File: src/sirs_pkg.sv
// ----------------------------------------------------------------------------
// sirs_pkg: shared definitions for the radix symbol converter
// widths, register indexes, character limits and the divider status type
// ----------------------------------------------------------------------------
package sirs_pkg;

   localparam int NUMBER_WIDTH      = 32;
   localparam int SYMBOL_WIDTH      = 8;
   localparam int MAX_RADIX         = 16;
   localparam int DIGIT_WIDTH       = $clog2(MAX_RADIX);
   localparam int DIVISOR_WIDTH     = DIGIT_WIDTH + 1;
   localparam int LENGTH_WIDTH      = 5;
   localparam int BIT_COUNT_WIDTH   = $clog2(NUMBER_WIDTH);
   localparam int DIGIT_COUNT_WIDTH = $clog2(NUMBER_WIDTH + 1);
   localparam int STACK_WIDTH       = NUMBER_WIDTH * DIGIT_WIDTH;
   localparam int CSR_DATA_WIDTH    = 64;
   localparam int CSR_INDEX_WIDTH   = 2;

   localparam logic [CSR_INDEX_WIDTH-1:0] CSR_RADIX_LENGTH = 2'd0;
   localparam logic [CSR_INDEX_WIDTH-1:0] CSR_SYMBOLS_LOW  = 2'd1;
   localparam logic [CSR_INDEX_WIDTH-1:0] CSR_SYMBOLS_HIGH = 2'd2;

   localparam logic [SYMBOL_WIDTH-1:0] CHAR_PLUS   = 8'h2B;
   localparam logic [SYMBOL_WIDTH-1:0] CHAR_MINUS  = 8'h2D;
   localparam logic [SYMBOL_WIDTH-1:0] CHAR_LOWEST = 8'd33;
   localparam logic [SYMBOL_WIDTH-1:0] CHAR_LIMIT  = 8'd127;

   typedef logic [MAX_RADIX-1:0][SYMBOL_WIDTH-1:0] symbol_table_type;

   typedef struct packed {
      logic                   busy;
      logic                   done;
      logic [DIGIT_WIDTH-1:0] digit;
      logic                   quotient_zero;
   } div_status_type;

   function automatic logic symbol_illegal(input logic [SYMBOL_WIDTH-1:0] c);
      return (c == CHAR_PLUS) || (c == CHAR_MINUS) || (c < CHAR_LOWEST) || (c >= CHAR_LIMIT);
   endfunction

endpackage

File: src/sirs_if.sv
// ----------------------------------------------------------------------------
// sirs channel interfaces
// valid/ready channels for numbers in and symbols out
// ----------------------------------------------------------------------------
interface sirs_req_if;
   logic                                valid;
   logic                                ready;
   logic signed [sirs_pkg::NUMBER_WIDTH-1:0] number;

   modport source (output valid, output number, input ready);
   modport sink   (input valid, input number, output ready);
endinterface

interface sirs_rsp_if;
   logic                              valid;
   logic                              ready;
   logic [sirs_pkg::SYMBOL_WIDTH-1:0] symbol;
   logic                              last;

   modport source (output valid, output symbol, output last, input ready);
   modport sink   (input valid, input symbol, input last, output ready);
endinterface

File: src/sirs_divider.sv
// ----------------------------------------------------------------------------
// sirs_divider: bit-serial restoring divider
// divides a 32-bit magnitude by the radix, one quotient bit per cycle
// ----------------------------------------------------------------------------
module sirs_divider (
   input  logic                                  clock,
   input  logic                                  reset,
   input  logic                                  start,
   input  logic [sirs_pkg::NUMBER_WIDTH-1:0]     dividend,
   input  logic [sirs_pkg::DIVISOR_WIDTH-1:0]    divisor,
   output sirs_pkg::div_status_type              status,
   output logic [sirs_pkg::NUMBER_WIDTH-1:0]     quotient
);

   logic                                  busy_ff, busy_in;
   logic                                  done_ff, done_in;
   logic [sirs_pkg::BIT_COUNT_WIDTH-1:0]  cnt_ff, cnt_in;
   logic [sirs_pkg::DIGIT_WIDTH-1:0]      rem_ff, rem_in;
   logic [sirs_pkg::NUMBER_WIDTH-1:0]     quo_ff, quo_in;
   logic [sirs_pkg::DIVISOR_WIDTH-1:0]    partial;
   logic [sirs_pkg::DIVISOR_WIDTH-1:0]    diff;
   logic                                  fits;

   always_comb begin
      partial = {rem_ff, quo_ff[sirs_pkg::NUMBER_WIDTH-1]};
      fits    = (partial >= divisor);
      diff    = partial - divisor;
      busy_in = busy_ff;
      done_in = 1'b0;
      cnt_in  = cnt_ff;
      rem_in  = rem_ff;
      quo_in  = quo_ff;
      if (start) begin
         busy_in = 1'b1;
         cnt_in  = '0;
         rem_in  = '0;
         quo_in  = dividend;
      end else if (busy_ff) begin
         rem_in = fits ? diff[sirs_pkg::DIGIT_WIDTH-1:0] : partial[sirs_pkg::DIGIT_WIDTH-1:0];
         quo_in = {quo_ff[sirs_pkg::NUMBER_WIDTH-2:0], fits};
         cnt_in = cnt_ff + 1'b1;
         if (cnt_ff == sirs_pkg::BIT_COUNT_WIDTH'(sirs_pkg::NUMBER_WIDTH - 1)) begin
            busy_in = 1'b0;
            done_in = 1'b1;
         end
      end
   end

   always_ff @(posedge clock) begin
      if (reset) begin
         busy_ff <= 1'b0;
         done_ff <= 1'b0;
      end else begin
         busy_ff <= busy_in;
         done_ff <= done_in;
      end
      cnt_ff <= cnt_in;
      rem_ff <= rem_in;
      quo_ff <= quo_in;
   end

   assign status.busy          = busy_ff;
   assign status.done          = done_ff;
   assign status.digit         = rem_ff;
   assign status.quotient_zero = (quo_ff == '0);
   assign quotient             = quo_ff;

endmodule

File: src/signed_int_to_radix_symbols_unit.sv
// ----------------------------------------------------------------------------
// signed_int_to_radix_symbols_unit: signed integer to radix symbol converter
// writes a signed 32-bit number as symbol bytes from a configured digit table
// ----------------------------------------------------------------------------
// channel   direction  payload               transaction
// req_chan  in         number[31:0] signed   one number
// rsp_chan  out        symbol[7:0], last     one sign or digit symbol
// csr_*     in         index[1:0], data[63:0]  one register write, no handshake
//
// per number: an accept step, a table check step per radix_length entry, a
// bit-serial division per digit, then the sign and digit symbols are emitted
// reset is synchronous and clears control state and the registers
// a stalled rsp_chan holds the output register and pauses emission; a new
// number is taken once the final symbol of the previous one is registered
// ----------------------------------------------------------------------------
module signed_int_to_radix_symbols_unit (
   input  logic                                   clock,
   input  logic                                   reset,
   sirs_req_if.sink                               req_chan,
   sirs_rsp_if.source                             rsp_chan,
   input  logic                                   csr_write_enable,
   input  logic [sirs_pkg::CSR_INDEX_WIDTH-1:0]   csr_index,
   input  logic [sirs_pkg::CSR_DATA_WIDTH-1:0]    csr_data
);

   localparam logic [2:0] S_IDLE   = 3'd0;
   localparam logic [2:0] S_CHECK  = 3'd1;
   localparam logic [2:0] S_DIVIDE = 3'd2;
   localparam logic [2:0] S_SIGN   = 3'd3;
   localparam logic [2:0] S_EMIT   = 3'd4;

   logic [2:0]                               state_ff, state_in;
   logic [sirs_pkg::LENGTH_WIDTH-1:0]        radix_length_ff, radix_length_in;
   logic [sirs_pkg::CSR_DATA_WIDTH-1:0]      symbols_low_ff, symbols_low_in;
   logic [sirs_pkg::CSR_DATA_WIDTH-1:0]      symbols_high_ff, symbols_high_in;
   sirs_pkg::symbol_table_type               work_ff, work_in;
   logic [sirs_pkg::LENGTH_WIDTH-1:0]        left_ff, left_in;
   logic                                     neg_ff, neg_in;
   logic [sirs_pkg::NUMBER_WIDTH-1:0]        mag_ff, mag_in;
   logic [sirs_pkg::STACK_WIDTH-1:0]         dig_ff, dig_in;
   logic [sirs_pkg::DIGIT_COUNT_WIDTH-1:0]   nd_ff, nd_in;
   logic                                     rsp_valid_ff, rsp_valid_in;
   logic [sirs_pkg::SYMBOL_WIDTH-1:0]        rsp_symbol_ff, rsp_symbol_in;
   logic                                     rsp_last_ff, rsp_last_in;

   sirs_pkg::symbol_table_type               sym_tbl;
   sirs_pkg::div_status_type                 div_status;
   logic [sirs_pkg::NUMBER_WIDTH-1:0]        div_quotient;
   logic [sirs_pkg::NUMBER_WIDTH-1:0]        div_dividend;
   logic                                     div_start;
   logic                                     accept;
   logic                                     out_free;
   logic                                     len_bad;
   logic                                     elem_bad;

   assign sym_tbl  = {symbols_high_ff, symbols_low_ff};
   assign accept   = req_chan.valid && req_chan.ready;
   assign out_free = !rsp_valid_ff || rsp_chan.ready;
   assign len_bad  = (radix_length_ff < sirs_pkg::LENGTH_WIDTH'(2)) ||
                     (radix_length_ff > sirs_pkg::LENGTH_WIDTH'(sirs_pkg::MAX_RADIX));

   // symbol at the head of the work copy against its range and the later ones within the remaining length
   always_comb begin
      elem_bad = sirs_pkg::symbol_illegal(work_ff[0]);
      for (int k = 1; k < sirs_pkg::MAX_RADIX; k++) begin
         if ((sirs_pkg::LENGTH_WIDTH'(k) < left_ff) && (work_ff[k] == work_ff[0])) begin
            elem_bad = 1'b1;
         end
      end
   end

   // register writes
   always_comb begin
      radix_length_in = radix_length_ff;
      symbols_low_in  = symbols_low_ff;
      symbols_high_in = symbols_high_ff;
      if (csr_write_enable) begin
         unique case (csr_index)
            sirs_pkg::CSR_RADIX_LENGTH: radix_length_in = csr_data[sirs_pkg::LENGTH_WIDTH-1:0];
            sirs_pkg::CSR_SYMBOLS_LOW:  symbols_low_in  = csr_data;
            sirs_pkg::CSR_SYMBOLS_HIGH: symbols_high_in = csr_data;
            default: ;
         endcase
      end
   end

   // sequencer
   always_comb begin
      state_in      = state_ff;
      work_in       = work_ff;
      left_in       = left_ff;
      neg_in        = neg_ff;
      mag_in        = mag_ff;
      dig_in        = dig_ff;
      nd_in         = nd_ff;
      rsp_valid_in  = rsp_valid_ff && !rsp_chan.ready;
      rsp_symbol_in = rsp_symbol_ff;
      rsp_last_in   = rsp_last_ff;
      div_start     = 1'b0;
      div_dividend  = mag_ff;
      unique case (state_ff)
         S_IDLE: begin
            if (accept) begin
               neg_in   = req_chan.number[sirs_pkg::NUMBER_WIDTH-1];
               mag_in   = req_chan.number[sirs_pkg::NUMBER_WIDTH-1] ?
                          (sirs_pkg::NUMBER_WIDTH'(0) - req_chan.number) : req_chan.number;
               work_in  = sym_tbl;
               left_in  = radix_length_ff;
               nd_in    = '0;
               state_in = S_CHECK;
            end
         end
         S_CHECK: begin
            if (len_bad || elem_bad) begin
               state_in = S_IDLE;
            end else if (left_ff == sirs_pkg::LENGTH_WIDTH'(1)) begin
               div_start = 1'b1;
               state_in  = S_DIVIDE;
            end else begin
               work_in = {sirs_pkg::SYMBOL_WIDTH'(0), work_ff[sirs_pkg::MAX_RADIX-1:1]};
               left_in = left_ff - 1'b1;
            end
         end
         S_DIVIDE: begin
            if (div_status.done) begin
               dig_in = {dig_ff[sirs_pkg::STACK_WIDTH-sirs_pkg::DIGIT_WIDTH-1:0],
                         div_status.digit};
               nd_in  = nd_ff + 1'b1;
               if (div_status.quotient_zero) begin
                  state_in = neg_ff ? S_SIGN : S_EMIT;
               end else begin
                  div_start    = 1'b1;
                  div_dividend = div_quotient;
               end
            end
         end
         S_SIGN: begin
            if (out_free) begin
               rsp_valid_in  = 1'b1;
               rsp_symbol_in = sirs_pkg::CHAR_MINUS;
               rsp_last_in   = 1'b0;
               state_in      = S_EMIT;
            end
         end
         S_EMIT: begin
            if (out_free) begin
               rsp_valid_in  = 1'b1;
               rsp_symbol_in = sym_tbl[dig_ff[sirs_pkg::DIGIT_WIDTH-1:0]];
               rsp_last_in   = (nd_ff == sirs_pkg::DIGIT_COUNT_WIDTH'(1));
               dig_in        = dig_ff >> sirs_pkg::DIGIT_WIDTH;
               nd_in         = nd_ff - 1'b1;
               if (nd_ff == sirs_pkg::DIGIT_COUNT_WIDTH'(1)) begin
                  state_in = S_IDLE;
               end
            end
         end
         default: state_in = S_IDLE;
      endcase
   end

   always_ff @(posedge clock) begin
      if (reset) begin
         state_ff        <= S_IDLE;
         radix_length_ff <= '0;
         symbols_low_ff  <= '0;
         symbols_high_ff <= '0;
         rsp_valid_ff    <= 1'b0;
      end else begin
         state_ff        <= state_in;
         radix_length_ff <= radix_length_in;
         symbols_low_ff  <= symbols_low_in;
         symbols_high_ff <= symbols_high_in;
         rsp_valid_ff    <= rsp_valid_in;
      end
      work_ff       <= work_in;
      left_ff       <= left_in;
      neg_ff        <= neg_in;
      mag_ff        <= mag_in;
      dig_ff        <= dig_in;
      nd_ff         <= nd_in;
      rsp_symbol_ff <= rsp_symbol_in;
      rsp_last_ff   <= rsp_last_in;
   end

   sirs_divider u_divider (
      .clock    (clock),
      .reset    (reset),
      .start    (div_start),
      .dividend (div_dividend),
      .divisor  (radix_length_ff[sirs_pkg::DIVISOR_WIDTH-1:0]),
      .status   (div_status),
      .quotient (div_quotient)
   );

   assign req_chan.ready  = (state_ff == S_IDLE);
   assign rsp_chan.valid  = rsp_valid_ff;
   assign rsp_chan.symbol = rsp_symbol_ff;
   assign rsp_chan.last   = rsp_last_ff;

`ifndef SYNTHESIS
   a_start_when_idle: assert property (@(posedge clock) disable iff (reset)
      div_start |-> !div_status.busy)
      else $error("divider started while busy");

   a_emit_has_digits: assert property (@(posedge clock) disable iff (reset)
      (state_ff == S_EMIT || state_ff == S_SIGN) |-> (nd_ff != '0))
      else $error("emission with empty digit stack");

   a_accept_to_check: assert property (@(posedge clock) disable iff (reset)
      accept |=> (state_ff == S_CHECK))
      else $error("accepted number did not enter table check");

   a_done_in_divide: assert property (@(posedge clock) disable iff (reset)
      div_status.done |-> (state_ff == S_DIVIDE))
      else $error("divider finished outside divide state");
`endif

endmodule
File: src/flat_wrapper.sv
// flat-port wrapper written by rule: the top's interface ports become plain ports
module signed_int_to_radix_symbols_unit_flat 
  (clock, reset, csr_write_enable, csr_index, csr_data, req_chan_valid, req_chan_number, req_chan_ready, rsp_chan_valid, rsp_chan_symbol, rsp_chan_last, rsp_chan_ready);
  sirs_req_if req_chan_i ();
  sirs_rsp_if rsp_chan_i ();
  input  logic clock;
  input  logic reset;
  input  logic csr_write_enable;
  input  logic [sirs_pkg::CSR_INDEX_WIDTH-1:0] csr_index;
  input  logic [sirs_pkg::CSR_DATA_WIDTH-1:0] csr_data;
  input wire logic [$bits(req_chan_i.valid)-1:0] req_chan_valid;
  input wire logic [$bits(req_chan_i.number)-1:0] req_chan_number;
  output wire logic [$bits(req_chan_i.ready)-1:0] req_chan_ready;
  output wire logic [$bits(rsp_chan_i.valid)-1:0] rsp_chan_valid;
  output wire logic [$bits(rsp_chan_i.symbol)-1:0] rsp_chan_symbol;
  output wire logic [$bits(rsp_chan_i.last)-1:0] rsp_chan_last;
  input wire logic [$bits(rsp_chan_i.ready)-1:0] rsp_chan_ready;
  assign req_chan_i.valid = req_chan_valid;
  assign req_chan_i.number = req_chan_number;
  assign req_chan_ready = req_chan_i.ready;
  assign rsp_chan_valid = rsp_chan_i.valid;
  assign rsp_chan_symbol = rsp_chan_i.symbol;
  assign rsp_chan_last = rsp_chan_i.last;
  assign rsp_chan_i.ready = rsp_chan_ready;
  signed_int_to_radix_symbols_unit u_core (.clock(clock), .reset(reset), .req_chan(req_chan_i), .rsp_chan(rsp_chan_i), .csr_write_enable(csr_write_enable), .csr_index(csr_index), .csr_data(csr_data));
endmodule
File: config.mk
export PLATFORM = sky130hd
export DESIGN_NAME = signed_int_to_radix_symbols_unit_flat
export DESIGN_NICKNAME = d
export VERILOG_FILES = /design/src/sirs_pkg.sv /design/src/sirs_if.sv /design/src/sirs_divider.sv /design/src/signed_int_to_radix_symbols_unit.sv /design/src/flat_wrapper.sv
export SDC_FILE = /design/constraint.sdc
export NUM_CORES = 1
export LEC_CHECK = 0
export ABC_AREA = 1
export BUFFER_PORTS_ARGS = -buffer_cell sky130_fd_sc_hd__buf_2
export CORE_ASPECT_RATIO = 2
export CORE_MARGIN = 1.5
export CORE_UTILIZATION = 60
export DETAILED_ROUTE_END_ITERATION = 10
export MAX_ROUTING_LAYER = met4
export PLACE_DENSITY_LB_ADDON = 0.3
export RECOVER_POWER = 25
export SETUP_SLACK_MARGIN = 0.5
export SLEW_MARGIN = 10
export SYNTH_ARGS = -nofsm -noshare
export SYNTH_HDL_FRONTEND = slang
export SYNTH_HIERARCHICAL = 1
export SYNTH_SLANG_ARGS = --single-unit
File: constraint.sdc
create_clock -name clock -period 9.8 [get_ports clock]
set_clock_uncertainty 0.2 [all_clocks]
set_input_delay 1.96 -clock clock [delete_from_list [all_inputs] [get_ports clock]]
set_output_delay 1.96 -clock clock [all_outputs]
set_load 0.02 [all_outputs]
==> flow_metrics.env <==
export IMPL_status="finished with violations"
export IMPL_violations="max-capacitance violations, max-slew violations"
export IMPL_endpoint_kind="flip-flop"
export IMPL_intPower_w=0.00497
export IMPL_dr_pass1_iters=6
export IMPL_reg2reg_setup_slack_ns=3.82
export IMPL_fin_nets=2905
export IMPL_wl_per_cell_um=21.9
export IMPL_relSlewSlack_pct=-230
export IMPL_rows=103
export IMPL_path_max_fanout=79
export IMPL_worstSetupStartpointType="flip-flop"
export IMPL_min_path_type="reg -> reg"
export IMPL_drt_vias_per_instance=5.74
export IMPL_worst_slew_pin_slew_ns=4.95
export IMPL_grt_pass1_vias=18934
export IMPL_syn_to_final_growth_pct=8.81
export IMPL_slowest_delay_ns=2.09
export IMPL_placed_cell_area_um2=24600
export IMPL_crit_arrival_ns=5.98
export IMPL_crit_chain="nor2_1 -> inv_1 -> nor2_1 -> clkinvlp_2 -> nor3_1 -> nor2_4 -> buf_4 -> buf_4"
export IMPL_yosys_warnings=6
export IMPL_post_cts_setup_buffers=0
export IMPL_design_area_um2=25900
export IMPL_cts_tree="done"
export IMPL_max_freq_mhz=167
export IMPL_drv_cap=5
export IMPL_ctsHoldBuffers=0
export IMPL_cts_sinks=489
export IMPL_grt_util_all_layers_pct=37.0
export IMPL_drcViolationCount=0
export IMPL_grt_max_degree=129
export IMPL_drv_slew=398
export IMPL_h_tree_depth=2
export IMPL_min_period_ns=5.98
export IMPL_post_route_period_util_pct=61.0
export IMPL_ant_nets=0
export IMPL_switching_share_pct=40.8
export IMPL_post_route_util_pct=66.0
export IMPL_switching_power_w=0.00342
export IMPL_die_y_um=285
export IMPL_clk_pin_slew_ns=0.07
export IMPL_setup_tns_final_ns=0
export IMPL_gp_congestion=1.01
export IMPL_fp_dieArea_um2=41000
export IMPL_p_leak_nw=10.4
export IMPL_cts_root_buf="clkbuf_16"
export IMPL_synthesis_nets=2876
export IMPL_layout_drive_gt1_share_pct=8.82
export IMPL_die_w_um=144
export IMPL_antenna_found_initial=2
export IMPL_synth_area_um2=23800
export IMPL_crit_slowest_cell="clkinvlp_2"
export IMPL_cts_buffer_depth=3
export IMPL_start_util_pct=60.7
export IMPL_globalRoute_totalOverflow=0
export IMPL_hpwl_um=52200
export IMPL_hold_viol_final=0
export IMPL_grt_pass1_wl_um=109000
export IMPL_seqPwrFrac_pct=44.8
export IMPL_drt_iter0_drc=1517
export IMPL_syn_inst=2759
export IMPL_required_ns=9.80
export IMPL_insertion_delay_ns=0.58
export IMPL_port_buffers=113
export IMPL_clkPwrFrac_pct=20.8
export IMPL_combPwrFrac_pct=34.4
export IMPL_num_vias=19219
export IMPL_rsz0062_at_grt="false"
export IMPL_cts_buffers=43
export IMPL_irDropWorstVdd_v=0.000229
export IMPL_syn_area_per_cell_um2=8.64
export IMPL_ctsResizeCount=0
export IMPL_setup_viol=0
export IMPL_core_um2=39300
export IMPL_setup_worst_path_class="reg -> reg"
export IMPL_pin_count=114
export IMPL_fillers=3237
export IMPL_p_per_area_nw_per_um2=324
export IMPL_drt_total_wl_um=73200
[worst max-delay path: cells and delay by family, from the launching register on]
kind,cells,cell delay [ns]
buffers and inverters,4,2.98
flip-flops,1,0.35
AND/OR/NAND/NOR,4,1.98
[cell usage in the layout (no fill, tap or decap), types with 43 or more instances in the layout]
master	n
clkbuf_16	43
nand3_1	63
a21oi_1	140
nand2_1	809
edfxtp_1	341
xor2_1	43
o21ai_0	361
inv_1	207
dfxtp_1	148
buf_2	110
nor2_1	245
xnor2_1	60
[power by group through the flow]
stage / Clock (W) / Combinational (W) / Sequential [W]
after detailed placement: 0 / 0.00280 / 0.00377
after floorplan: 0 / 0.00201 / 0.00362
after global placement: 0 / 0.00275 / 0.00376
after CTS: 0.00177 / 0.00281 / 0.00374
after global routing: 0.00184 / 0.00315 / 0.00380
final: 0.00175 / 0.00289 / 0.00376
[final cells by class]
class | instances | area (µm²) | share of cell area [%]
sequential | 489 | 13200 | 50.9
inverter | 230 | 865 | 3.33
timing repair buffer | 138 | 734 | 2.83
antenna | 2 | 5.00 | 0.0193
multi-input combinational | 1886 | 9060 | 34.9
clock inverter | 31 | 324 | 1.25
clock buffer | 48 | 1090 | 4.22
tap | 525 | 657 | 2.53
[final timing paths]
check	startpoint	to	depth (start not counted)
max	u_core/state_ff[0]$_SDFFE_PP0P_	u_core/dig_ff[102]$_DFFE_PP_	8
min reg2reg	u_core/symbols_high_ff[6]$_SDFFE_PP0P_	u_core/symbols_high_ff[6]$_SDFFE_PP0P_	2
min	u_core/symbols_high_ff[6]$_SDFFE_PP0P_	u_core/symbols_high_ff[6]$_SDFFE_PP0P_	2
max reg2reg	u_core/state_ff[0]$_SDFFE_PP0P_	u_core/dig_ff[102]$_DFFE_PP_	8
[metal layers]
layer	global-route usage (%)	up-vias	routed length, µm
met5	-	-	0
met4	29.8	0	7040
met3	4.69	258	4040
met2	61.9	803	37300
met1	38.2	9030	24800
li1	-	9128	-
[metrics by stage]
| stage | instances | hold WS, ns | power, W | setup slack (ns) |
|---|---|---|---|---|
| global route | 3349 | 0.282 | 0.00880 | 3.25 |
| CTS | 3347 | 0.266 | 0.00832 | 5.35 |
| floorplan | 2759 | 0.236 | 0.00563 | 0.525 |
| detailed placement | 3268 | 0.255 | 0.00657 | 5.36 |
| finish | 3349 | 0.265 | 0.00839 | 3.82 |
| global placement | 3268 | 0.248 | 0.00651 | 5.37 |
[registers in the layout (all words and copies together), names as in the netlist, 6 cells and up]
signal,flops
u_core/nd_ff,6
u_core/mag_ff,32
u_core/dig_ff,128
u_core/symbols_high_ff,64
u_core/rsp_chan.symbol,8
u_core/u_divider/quotient,32
u_core/symbols_low_ff,64
u_core/work_ff,128
Note: power is estimated with default switching activity, not from simulation.
